### config.mk
export PLATFORM = sky130hd
export DESIGN_NAME = paged_crc_section_reader
export DESIGN_NICKNAME = d
export VERILOG_FILES = /design/src/rtl/core/pcsr_pkg.sv /design/src/rtl/core/pcsr_div.sv /design/src/rtl/core/pcsr_datapath.sv /design/src/rtl/core/pcsr_ctrl.sv /design/src/rtl/core/paged_crc_section_reader.sv
export SDC_FILE = /design/constraint.sdc
export NUM_CORES = 1
export LEC_CHECK = 0
export BUFFER_PORTS_ARGS = -buffer_cell sky130_fd_sc_hd__buf_2
export CORE_UTILIZATION = 35
export DETAILED_ROUTE_END_ITERATION = 16
export MAX_ROUTING_LAYER = met4
export PLACE_DENSITY = 0.56
export REMOVE_ABC_BUFFERS = 1
export SETUP_SLACK_MARGIN = 0.3
export SYNTH_ARGS = -nofsm -noshare
export SYNTH_HDL_FRONTEND = slang
export SYNTH_HIERARCHICAL = 1
export SYNTH_SLANG_ARGS = --single-unit
### constraint.sdc
create_clock -name clk_i -period 11.6 [get_ports clk_i]
set_clock_uncertainty 0.05 [all_clocks]
set_input_delay 0.58 -clock clk_i [delete_from_list [all_inputs] [get_ports clk_i]]
set_output_delay 0.58 -clock clk_i [all_outputs]
set_load 0.01 [all_outputs]
### src/rtl/core/pcsr_pkg.sv
`timescale 1ns / 1ps
// ----------------------------------------------------------------------------
// pcsr_pkg
// Shared types, codes and constants of the paged section reader.
// ----------------------------------------------------------------------------
package pcsr_pkg;

  localparam int ADDR_BITS_DEF = 48;
  localparam int POS_W         = 48;
  localparam int PAGE_W        = 21;
  localparam int PPOS_W        = 20;
  localparam int HDR_W         = 5;
  localparam int DIV_W         = POS_W + 1;

  localparam logic [PAGE_W-1:0] PAGE_MIN  = 21'd1024;
  localparam logic [PAGE_W-1:0] PAGE_MAX  = 21'd1048576;
  localparam logic [PAGE_W-1:0] CRC_BYTES = 21'd4;

  // request codes
  localparam logic [1:0] REQ_SEEK_ABS = 2'd0;
  localparam logic [1:0] REQ_SEEK_REL = 2'd1;
  localparam logic [1:0] REQ_SEEK_END = 2'd2;
  localparam logic [1:0] REQ_RAW      = 2'd3;

  // result kinds
  localparam logic [1:0] KIND_ADDR = 2'd0;
  localparam logic [1:0] KIND_DATA = 2'd1;
  localparam logic [1:0] KIND_CRC  = 2'd2;
  localparam logic [1:0] KIND_END  = 2'd3;

  // register indexes
  localparam logic [1:0] CFG_BASE_OFFSET    = 2'd0;
  localparam logic [1:0] CFG_PAGE_SIZE      = 2'd1;
  localparam logic [1:0] CFG_SECTION_LENGTH = 2'd2;
  localparam logic [1:0] CFG_HEADER_SIZE    = 2'd3;

  typedef struct packed {
    logic [1:0]       req_type;
    logic [POS_W-1:0] offset;
    logic [7:0]       raw_byte;
  } in_item_t;

  typedef struct packed {
    logic [1:0]       result_kind;
    logic [POS_W-1:0] phys_address;
    logic [7:0]       data_byte;
    logic             at_end;
  } out_item_t;

  typedef struct packed {
    logic raw_step;
    logic seek_load;
    logic mod_start;
    logic div_start;
    logic seek_finish;
  } dp_cmd_t;

  typedef struct packed {
    logic div_done;
  } dp_status_t;

endpackage

### src/rtl/core/pcsr_div.sv
`timescale 1ns / 1ps
// ----------------------------------------------------------------------------
// pcsr_div
// Restoring divider, one quotient bit per cycle, quotient and remainder.
// ----------------------------------------------------------------------------
module pcsr_div import pcsr_pkg::*; (
  input  logic              clk_i,
  input  logic              rst_ni,
  input  logic              start_i,
  input  logic [DIV_W-1:0]  dividend_i,
  input  logic [PAGE_W-1:0] divisor_i,
  output logic              done_o,
  output logic [DIV_W-1:0]  quot_o,
  output logic [PAGE_W-1:0] rem_o
);

  localparam int CntW = $clog2(DIV_W);

  logic              busy_q;
  logic              done_q;
  logic [CntW-1:0]   cnt_q;
  logic [DIV_W-1:0]  quot_q;
  logic [PAGE_W-1:0] rem_q;
  logic [PAGE_W-1:0] divisor_q;
  logic [PAGE_W:0]   rem_sh;
  logic [PAGE_W:0]   rem_nx;
  logic              ge;

  assign rem_sh = {rem_q, quot_q[DIV_W-1]};
  assign ge     = rem_sh >= {1'b0, divisor_q};
  assign rem_nx = ge ? (rem_sh - {1'b0, divisor_q}) : rem_sh;

  always_ff @(posedge clk_i or negedge rst_ni) begin
    if (!rst_ni) begin
      busy_q <= 1'b0;
      done_q <= 1'b0;
      cnt_q  <= '0;
    end else if (start_i) begin
      busy_q <= 1'b1;
      done_q <= 1'b0;
      cnt_q  <= CntW'(DIV_W - 1);
    end else if (busy_q) begin
      if (cnt_q == '0) begin
        busy_q <= 1'b0;
        done_q <= 1'b1;
      end else begin
        cnt_q <= cnt_q - 1'b1;
      end
    end else begin
      done_q <= 1'b0;
    end
  end

  always_ff @(posedge clk_i) begin
    if (start_i) begin
      quot_q    <= dividend_i;
      rem_q     <= '0;
      divisor_q <= divisor_i;
    end else if (busy_q) begin
      quot_q <= {quot_q[DIV_W-2:0], ge};
      rem_q  <= rem_nx[PAGE_W-1:0];
    end
  end

  assign done_o = done_q;
  assign quot_o = quot_q;
  assign rem_o  = rem_q;

endmodule

### src/rtl/core/pcsr_datapath.sv
`timescale 1ns / 1ps
// ----------------------------------------------------------------------------
// pcsr_datapath
// Configuration, position state, address arithmetic and result register.
// ----------------------------------------------------------------------------
module pcsr_datapath import pcsr_pkg::*; #(
  parameter int ADDR_BITS = ADDR_BITS_DEF
) (
  input  logic             clk_i,
  input  logic             rst_ni,
  input  dp_cmd_t          cmd_i,
  output dp_status_t       status_o,
  input  in_item_t         in_data_i,
  input  logic             cfg_we_i,
  input  logic [1:0]       cfg_index_i,
  input  logic [POS_W-1:0] cfg_data_i,
  output out_item_t        out_data_o
);

  localparam int MaskBits = (ADDR_BITS < POS_W) ? ADDR_BITS : POS_W;
  localparam logic [POS_W-1:0] AddrMask =
    (MaskBits >= POS_W) ? {POS_W{1'b1}} : POS_W'((64'd1 << MaskBits) - 64'd1);

  logic [POS_W-1:0]  base_q, sect_len_q;
  logic [PAGE_W-1:0] page_size_q;
  logic [HDR_W-1:0]  header_q;

  logic [POS_W-1:0]  lpos_q;
  logic [PPOS_W-1:0] ppos_q;
  logic              end_q;
  logic [DIV_W-1:0]  lin_q;
  out_item_t         out_q;

  logic [PAGE_W-1:0] p_clamp, p_eff, lp;
  logic [PAGE_W-1:0] pp1;
  logic              at_or_past_end, in_crc;
  logic [POS_W-1:0]  seek_pos;
  logic [DIV_W-1:0]  sum;
  logic [POS_W-1:0]  addr;

  logic              div_start;
  logic [DIV_W-1:0]  div_dividend;
  logic [PAGE_W-1:0] div_divisor;
  logic              div_done;
  logic [DIV_W-1:0]  div_quot;
  logic [PAGE_W-1:0] div_rem;

  // effective page size: saturate, then drop the two low bits
  always_comb begin
    if (page_size_q < PAGE_MIN) begin
      p_clamp = PAGE_MIN;
    end else if (page_size_q > PAGE_MAX) begin
      p_clamp = PAGE_MAX;
    end else begin
      p_clamp = page_size_q;
    end
    p_eff = {p_clamp[PAGE_W-1:2], 2'b00};
    lp    = p_eff - CRC_BYTES;
  end

  assign pp1            = {1'b0, ppos_q} + PAGE_W'(1);
  assign at_or_past_end = end_q || (lpos_q >= sect_len_q);
  assign in_crc         = {1'b0, ppos_q} >= lp;

  always_comb begin
    case (in_data_i.req_type)
      REQ_SEEK_ABS: seek_pos = in_data_i.offset;
      REQ_SEEK_REL: seek_pos = lpos_q + in_data_i.offset;
      default:      seek_pos = sect_len_q;
    endcase
  end

  assign sum  = {{(DIV_W-PAGE_W){1'b0}}, div_rem} + lin_q;
  assign addr = (base_q + lin_q[POS_W-1:0] + {div_quot[POS_W-3:0], 2'b00}) & AddrMask;

  // pass 1: base mod page; pass 2: (rem+pos+hdr) div (page-4)
  assign div_start    = cmd_i.mod_start || cmd_i.div_start;
  assign div_dividend = cmd_i.mod_start ? {1'b0, base_q} : sum;
  assign div_divisor  = cmd_i.mod_start ? p_eff : lp;

  pcsr_div u_div (
    .clk_i      (clk_i),
    .rst_ni     (rst_ni),
    .start_i    (div_start),
    .dividend_i (div_dividend),
    .divisor_i  (div_divisor),
    .done_o     (div_done),
    .quot_o     (div_quot),
    .rem_o      (div_rem)
  );

  assign status_o.div_done = div_done;

  always_ff @(posedge clk_i or negedge rst_ni) begin
    if (!rst_ni) begin
      base_q      <= '0;
      page_size_q <= PAGE_MIN;
      sect_len_q  <= '0;
      header_q    <= '0;
    end else if (cfg_we_i) begin
      case (cfg_index_i)
        CFG_BASE_OFFSET:    base_q      <= cfg_data_i;
        CFG_PAGE_SIZE:      page_size_q <= cfg_data_i[PAGE_W-1:0];
        CFG_SECTION_LENGTH: sect_len_q  <= cfg_data_i;
        CFG_HEADER_SIZE:    header_q    <= cfg_data_i[HDR_W-1:0];
        default: ;
      endcase
    end
  end

  always_ff @(posedge clk_i or negedge rst_ni) begin
    if (!rst_ni) begin
      lpos_q <= '0;
      ppos_q <= '0;
      end_q  <= 1'b0;
    end else if (cmd_i.seek_load) begin
      lpos_q <= seek_pos;
      end_q  <= 1'b0;
    end else if (cmd_i.seek_finish) begin
      ppos_q <= div_rem[PPOS_W-1:0];
    end else if (cmd_i.raw_step) begin
      if (at_or_past_end) begin
        end_q <= 1'b1;
      end else if (in_crc) begin
        ppos_q <= (pp1 >= p_eff) ? '0 : pp1[PPOS_W-1:0];
      end else begin
        lpos_q <= lpos_q + POS_W'(1);
        ppos_q <= pp1[PPOS_W-1:0];
      end
    end
  end

  always_ff @(posedge clk_i) begin
    lin_q <= {1'b0, lpos_q} + {{(DIV_W-HDR_W){1'b0}}, header_q};
    if (cmd_i.seek_finish) begin
      out_q.result_kind  <= KIND_ADDR;
      out_q.phys_address <= addr;
      out_q.data_byte    <= '0;
      out_q.at_end       <= 1'b0;
    end else if (cmd_i.raw_step) begin
      out_q.phys_address <= '0;
      if (at_or_past_end) begin
        out_q.result_kind <= KIND_END;
        out_q.data_byte   <= '0;
        out_q.at_end      <= 1'b1;
      end else if (in_crc) begin
        out_q.result_kind <= KIND_CRC;
        out_q.data_byte   <= '0;
        out_q.at_end      <= 1'b0;
      end else begin
        out_q.result_kind <= KIND_DATA;
        out_q.data_byte   <= in_data_i.raw_byte;
        out_q.at_end      <= 1'b0;
      end
    end
  end

  assign out_data_o = out_q;

endmodule

### src/rtl/core/pcsr_ctrl.sv
`timescale 1ns / 1ps
// ----------------------------------------------------------------------------
// pcsr_ctrl
// Sequencer for seeks and handshake control of both channels.
// ----------------------------------------------------------------------------
module pcsr_ctrl import pcsr_pkg::*; (
  input  logic       clk_i,
  input  logic       rst_ni,
  input  logic       in_valid_i,
  input  logic [1:0] in_req_i,
  output logic       in_ready_o,
  output logic       out_valid_o,
  input  logic       out_ready_i,
  output dp_cmd_t    cmd_o,
  input  dp_status_t status_i
);

  typedef enum logic [1:0] {
    ST_IDLE,
    ST_MOD,
    ST_DIV
  } state_e;

  state_e state_q, state_d;
  logic   out_valid_q, out_valid_d;
  logic   accept;

  assign in_ready_o = (state_q == ST_IDLE) && (!out_valid_q || out_ready_i);
  assign accept     = in_valid_i && in_ready_o;

  always_comb begin
    cmd_o   = '0;
    state_d = state_q;
    case (state_q)
      ST_IDLE: begin
        if (accept) begin
          if (in_req_i == REQ_RAW) begin
            cmd_o.raw_step = 1'b1;
          end else begin
            cmd_o.seek_load = 1'b1;
            cmd_o.mod_start = 1'b1;
            state_d         = ST_MOD;
          end
        end
      end
      ST_MOD: begin
        if (status_i.div_done) begin
          cmd_o.div_start = 1'b1;
          state_d         = ST_DIV;
        end
      end
      ST_DIV: begin
        if (status_i.div_done) begin
          cmd_o.seek_finish = 1'b1;
          state_d           = ST_IDLE;
        end
      end
      default: state_d = ST_IDLE;
    endcase
  end

  always_comb begin
    if (cmd_o.raw_step || cmd_o.seek_finish) begin
      out_valid_d = 1'b1;
    end else if (out_ready_i) begin
      out_valid_d = 1'b0;
    end else begin
      out_valid_d = out_valid_q;
    end
  end

  always_ff @(posedge clk_i or negedge rst_ni) begin
    if (!rst_ni) begin
      state_q     <= ST_IDLE;
      out_valid_q <= 1'b0;
    end else begin
      state_q     <= state_d;
      out_valid_q <= out_valid_d;
    end
  end

  assign out_valid_o = out_valid_q;

endmodule

### src/rtl/core/paged_crc_section_reader.sv
`timescale 1ns / 1ps
// ----------------------------------------------------------------------------
// paged_crc_section_reader
// Logical-to-physical seek and CRC tail stripping for a paged section.
// ----------------------------------------------------------------------------
// raw byte: result in the cycle after its transfer, one byte per cycle unless
//   the output stalls; seek: the address result comes from the shared
//   bit-serial divider (49 steps for base mod page, 49 for position div page-4)
// no new transfer is taken while a seek is at work
// reset (rst_ni, async, active low): config to reset values, position, page
//   position and end flag to zero, output empty
// ----------------------------------------------------------------------------
module paged_crc_section_reader import pcsr_pkg::*; #(
  parameter int ADDR_BITS = ADDR_BITS_DEF
) (
  input  logic             clk_i,
  input  logic             rst_ni,
  // input item channel
  input  logic             in_valid_i,
  output logic             in_ready_o,
  input  in_item_t         in_data_i,
  // result channel
  output logic             out_valid_o,
  input  logic             out_ready_i,
  output out_item_t        out_data_o,
  // configuration writes
  input  logic             cfg_we_i,
  input  logic [1:0]       cfg_index_i,
  input  logic [POS_W-1:0] cfg_data_i
);

  // commands from the sequencer, status back from the datapath
  dp_cmd_t    cmd;
  dp_status_t status;

  // controller: accepts a transfer only when the result register is free
  // or drains in the same cycle, and runs the two divider passes of a seek
  pcsr_ctrl u_ctrl (
    .clk_i       (clk_i),
    .rst_ni      (rst_ni),
    .in_valid_i  (in_valid_i),
    .in_req_i    (in_data_i.req_type),
    .in_ready_o  (in_ready_o),
    .out_valid_o (out_valid_o),
    .out_ready_i (out_ready_i),
    .cmd_o       (cmd),
    .status_i    (status)
  );

  // datapath: config registers, logical and page position, address math
  pcsr_datapath #(
    .ADDR_BITS (ADDR_BITS)
  ) u_datapath (
    .clk_i       (clk_i),
    .rst_ni      (rst_ni),
    .cmd_i       (cmd),
    .status_o    (status),
    .in_data_i   (in_data_i),
    .cfg_we_i    (cfg_we_i),
    .cfg_index_i (cfg_index_i),
    .cfg_data_i  (cfg_data_i),
    .out_data_o  (out_data_o)
  );

endmodule

## Word level (Yosys, flattened, before mapping)

Index checks and enable logic that the tools add are counted.

| cells by class | value |
|---|---|
| add/sub/neg operators | 10 |
| magnitude comparators | 6 |
| equal/unequal tests | 17 |
| muxes and demuxes | 51 |
| bitwise gates (word level) | 1 |
| reductions and logical operators | 25 |

Operators with widths:

| kind | number |
|---|---|
| $mux 48 | 5 |
| $mux 49 | 3 |
| $add 48x48->48 | 3 |
| $mux 57 | 2 |
| $mux 20 | 5 |
| $pmux 48 s2 | 1 |
| $mux 21 | 4 |
| $add 21x49->49 | 1 |
| $add 48x5->49 | 1 |
| $add 48x1->48 const B | 1 |
| $ge 48x48->1 | 1 |
| $ge 22x21->1 | 1 |
| $add 20x1->21 const B | 1 |
| $ge 20x21->1 | 1 |
| $ge 21x21->1 | 1 |
| $gt 21x21->1 const B | 1 |
| $lt 21x11->1 const B | 1 |
| $sub 21x21->21 | 1 |
| $sub 21x3->21 const B | 1 |
| $mux 6 | 3 |
| $mux 9 | 2 |
| $mux 1 | 16 |
| $mux 2 | 7 |
| $ne 2x2->1 const B | 5 |
| other kinds (17) | 42 |

| storage, ports and cells | value |
|---|---|
| register bits after elaboration | 401 |
| bits of input ports | 113 |
| output and inout bits | 61 |
| logic and storage cells | 131 |

## Depth between registers and ports, before layout

| depth | value |
|---|---|
| depth in word-level cells | 10 |
| depth in mapped cells | 26 |
| mapped depth without buffers | 22 |

## Modules after synthesis

Netlist, hierarchy kept.

By module, submodules not included:

| module | times used | cells an instance | area each (um2) | sequential area each (um2) |
|---|---|---|---|---|
| pcsr_datapath | 1 | 2717 | 24452.2 | 7423.4 |
| pcsr_div | 1 | 437 | 5256.3 | 2722.6 |
| pcsr_ctrl | 1 | 20 | 183.9 | 75.1 |

## Worst setup path after synthesis

OpenSTA, ideal clock, no wires.

| timing path | value |
|---|---|
| path type | register to register |
| start | register u_datapath.page_size_q[5] |
| end | register u_datapath.lpos_q[15] |
| library setup time | 0.125 ns |
| arrival | 5.537 ns |
| data required time | 11.425 ns |
| slack | 5.889 ns |
| stages on the path, launching flop included | 26 |
| buffers on the path | 3 |
| clock period less this slack | 5.711 ns |
| path through | dfrtp_1 -> nor3_2 -> nand2b_1 -> or3_1 -> o31ai_1 -> o21a_1 -> clkbuf_1 -> nand2_1 -> ha_1 -> clkbuf_1 -> inv_1 -> o21ai_0 -> o21a_1 -> o22a_1 -> ha_1 -> a211oi_1 -> nand2_1 -> a2111oi_0 -> a21oi_1 -> o22ai_2 -> and4_1 -> buf_4 -> nand3_1 -> or3_1 -> xnor2_1 -> mux2_2 |

| between the ends | value |
|---|---|
| longest elaborated chain between the ends | 7 |
| elaborated cells between the ends (all ways) | 8 |
| classes of those cells | add/sub (1); order compare (3); eq/ne (1); mux (2); reduce/logical (1) |

Ends and longest elaborated chain:

| item | RTL line | text |
|---|---|---|
| start: declaration | pcsr_datapath.sv:25 | `logic [PAGE_W-1:0] page_size_q;` |
| start signal: assignment | pcsr_datapath.sv:103 | `CFG_PAGE_SIZE: page_size_q <= cfg_data_i[PAGE_W-1:0];` |
| $gt 21x21->1 | pcsr_datapath.sv:52 | `end else if (page_size_q > PAGE_MAX) begin` |
| $mux 21 | pcsr_datapath.sv:52 |  |
| $mux 21 * | pcsr_datapath.sv:50 | `if (page_size_q < PAGE_MIN) begin` |
| $sub 21x3->21 * | pcsr_datapath.sv:58 | `lp = p_eff - CRC_BYTES;` |
| $ge 20x21->1 * | pcsr_datapath.sv:63 | `assign in_crc = {1'b0, ppos_q} >= lp;` |
| $ne 2x2->1 (no source line) * | -- |  |
| $reduce_and 4->1 (no source line) * | -- |  |
| end signal: assignment | pcsr_datapath.sv:117 | `lpos_q <= seek_pos;` |
| end signal: assignment | pcsr_datapath.sv:127 | `lpos_q <= lpos_q + POS_W'(1);` |
| end: declaration | pcsr_datapath.sv:28 | `logic [POS_W-1:0] lpos_q;` |

Mark *: on every way between the ends. The rest lies on a longest branch, timed or not.
A chain may end at the register's enable or synchronous reset.

## Worst setup path after layout

| timing path | value |
|---|---|
| start | register u_datapath.page_size_q[5] |
| end | register u_datapath.lpos_q[42] |

The elaborated chain is that of the path after synthesis.

==> metrics.txt <==
clock share of power 36.0%; VDD IR max 0.000105 V; part of the power in registers 37.6%; Routed Antenna Nets 0; main area contributors after synthesis dfrtp_1 (17%), edfxtp_1 (12%), ha_1 (9.8%), mux2_2 (6.6%), dfxtp_1 (5.4%); Post-Syn Instances 3,174; core area 84,100 µm²; Unique masters post-synth 112; cell chain of the critical path nor3_2 -> nand2b_1 -> or3_1 -> o31ai_1 -> buf_4 -> o21a_1 -> nand2_1 -> ha_1 -> o21ai_0 -> nand2b_1 -> a21oi_1 -> xor2_1 -> ha_1 -> a211oi_1 -> nor2_1 -> a2111oi_0 -> a21oi_1 -> o22ai_2 -> nand4_2 -> nor3_4 -> nand3_1 -> xnor2_1 -> o221a_2; CTS H-tree lvls 2; FFs w/ async S/R, synth 50.4%; wirelength, routed 97.0 mm; Main synth FF type dfrtp_1; MaxCap Viol Count 0; final hold vios 0; Chip Height 294 µm; Critical Path Start u_datapath/page_size_q[5]$_DFFE_PN0P_; largest net degree at the start of global routing 91; placed cell area 31,800 µm²; first-pass iteration count of the detailed router 7; highest metal used met4; Post-synth EDFFs 118; post-route design area 33,500 µm²; Post-Route M1 WL 46.7 mm; CP endpoint kind flip-flop; Synthesis Warnings 6; Clock transition at path regs 0.07 ns; actual slew at the worst max-slew pin 1.15 ns; Synth Cell Area 29,900 µm²; met3 WL 5.75 mm; post-synthesis sequential area ratio 34.2%; met2 WL 42.0 mm; critical path arrival 7.21 ns; WP buf/inv 1; DRC 0; Root Buffer Master clkbuf_16; Total Nets Final 3,686; slowest stage delay, CP 0.64 ns; IO Port Bufs 173; wire length per cell 21.7 µm; final hold slack 0.158 ns; Die Wd 294 µm; WS Path Type flip-flop to flip-flop; Req. time, crit path 12.04 ns; CTS tree done; setup TNS 0 ns; CTS Buf Count 46; die area 86,600 µm²; most frequent cells in the layout nand2_1 (279), ha_1 (233), o21ai_0 (202), dfrtp_1 (201), a21oi_1 (185); CP Launch Type flip-flop; clock latency on the worst-skew pair 0.61 ns; total number of vias 24.5k; CP max FO 15; Overall Global Routing Usage 22.8%; first-pass GRT wire length 147 mm; RR Startpoint u_datapath/page_size_q[5]$_DFFE_PN0P_; switching share of power 33.0%; initial core utilization 35.5%; most common cell after layout, fill and taps aside nand2_1; HP Class input port to flip-flop; total grt overflow 0; final setup vio count 0; Crit-path slowest cell nor3_4; slew margin rel. 23.1%; top cell type's share of synthesized area 16.8%; placed cells 4,375; top cell family by delay on the critical path simple AND/OR/NAND/NOR gates; DR iter-0 viols 2,161; syn_area_per_cell 9.42 µm²; Sink Count 401; post-route insts no fill 4,463; Reg2Reg Capture Point u_datapath/lpos_q[42]$_DFFE_PN0P_; final total power 4380 µW; Pleak 0.0142 µW; Area Overhead vs Synth 12.0%; Psw 1440 µW; via/cell ratio 5.50; Worst Reg-to-Reg Cells 23; initial antenna violation count 5; status finished, final reports clean; Worst Setup EP u_datapath/lpos_q[42]$_DFFE_PN0P_; Int Power 2930 µW; dpl hpwl 76.2 mm; layout cell share with drive strength beyond 1 15.7%; RSZ-0062 raised after global routing false; GP Congestion 0.944; min Tclk post-route 6.76 ns; leading area contributor after synthesis dfrtp_1; pwr/cell area 131 nW/µm²; CTS max path bufs 3; Max Fclk 148 MHz; WP depth 23; worst reg-to-reg setup slack 4.84 ns; Tcrit/Tclk final 58.3%; vias in the first global route 23.2k; WHS Path Cells 2; Slew Viols, Final 0; Row Count 106; io pins 174; Seq cells post-synth 401; combinational share of power 26.4%
metal layers:
metal	track usage (%)	up-vias
met3	2.62	119
met1	32.7	11900
li1	-	11800
met4	5.93	0
met2	33.8	752
met5	-	-
state kept, by name (all words and copies together) (netlist names), 2 cells and up:
register,cells
u_ctrl/state_q,2
u_datapath/base_q,48
u_datapath/header_q,5
u_datapath/lin_q,49
u_datapath/lpos_q,48
u_datapath/out_data_o,59
u_datapath/page_size_q,21
u_datapath/ppos_q,20
u_datapath/sect_len_q,48
u_datapath/u_div/cnt_q,6
u_datapath/u_div/divisor_q,21
u_datapath/u_div/quot_o,49
u_datapath/u_div/rem_o,21
what timing repair did:
action,4_1_cts,5_1_grt
hold buffers,1,0
endpoints found under the hold margin,30,0
setup endpoints to repair,0,0
buffers inserted,0,0
gates resized for setup,0,0
power by group through the flow:
stage	clock network, µW	logic, µW	registers (µW)
2_1_floorplan	0	815	1630
3_3_place_gp	0	1140	1670
3_5_place_dp	0	1140	1670
4_1_cts	1620	1150	1640
5_1_grt	1670	1290	1660
6_report	1580	1160	1640
through the flow:
stage               worst slack, ns  utilization (%)
floorplan                      1.75                -
global placement               5.03             37.9
detailed placement             4.88             37.9
CTS                            4.85             39.8
global route                   4.43             39.8
finish                         4.84             39.8
cells in the mapped netlist, drive strengths merged, types with 18 or more instances:
library cell and n:
a21oi 189, a211oi 45, o211ai 26, fa 50
mux2i 35, buf 26, nand2 280, dfxtp 81
nand2b 19, xor2 107, a31oi 26, mux2 177
nor2 183, dfrtp 201, and3 49, a21o 94
and2 65, nand3 82, o21bai 18, xnor2 162
o21ai 211, edfxtp 118, nand4 55, nor4 23
nor2b 29, o21a 26, ha 233, inv 156
nor3 55, clkbuf 104
cell families (layout without fill, tap and decap cells):
kind of cell	after synthesis	in the layout	share of synthesized area (%)
AOI/OAI and AO/OA	799	799	17.6
DFF	401	401	34.2
muxes	212	212	7.84
xor gates and xnor gates	269	269	7.88
buffers and inverters	287	440	3.80
other	1	3	0.0125
adders and majority gates	283	283	13.1
and+or+nand+nor	922	922	15.5
worst min-delay path by stage:
stage                                                from                               endpoint  slack, ns
global route                               cfg_data_i[42]      u_datapath/base_q[42]$_DFFE_PN0P_       0.15
CTS                                          in_data_i[4]  u_datapath/out_data_o[5]$_SDFFE_PP0P_       0.12
finish                                       in_data_i[2]  u_datapath/out_data_o[3]$_SDFFE_PP0P_       0.16
floorplan                                          rst_ni         u_ctrl/out_valid_o$_DFFE_PN0P_       0.23
detailed placement  u_datapath/out_data_o[1]$_SDFFE_PP0P_  u_datapath/out_data_o[1]$_SDFFE_PP0P_       0.41
global placement    u_datapath/out_data_o[6]$_SDFFE_PP0P_  u_datapath/out_data_o[6]$_SDFFE_PP0P_       0.41
layout make-up:
| class | instances | area, µm² |
|---|---|---|
| tap | 1134 | 1420 |
| timing repair buffer | 197 | 1060 |
| sequential | 401 | 10200 |
| fill | 8480 | 50600 |
| antenna | 1 | 2.50 |
| inverter | 157 | 589 |
| clock buffer | 55 | 1270 |
| multi-input combinational | 2487 | 18600 |
| clock inverter | 31 | 352 |
Note: power is estimated with default switching activity, not from simulation.
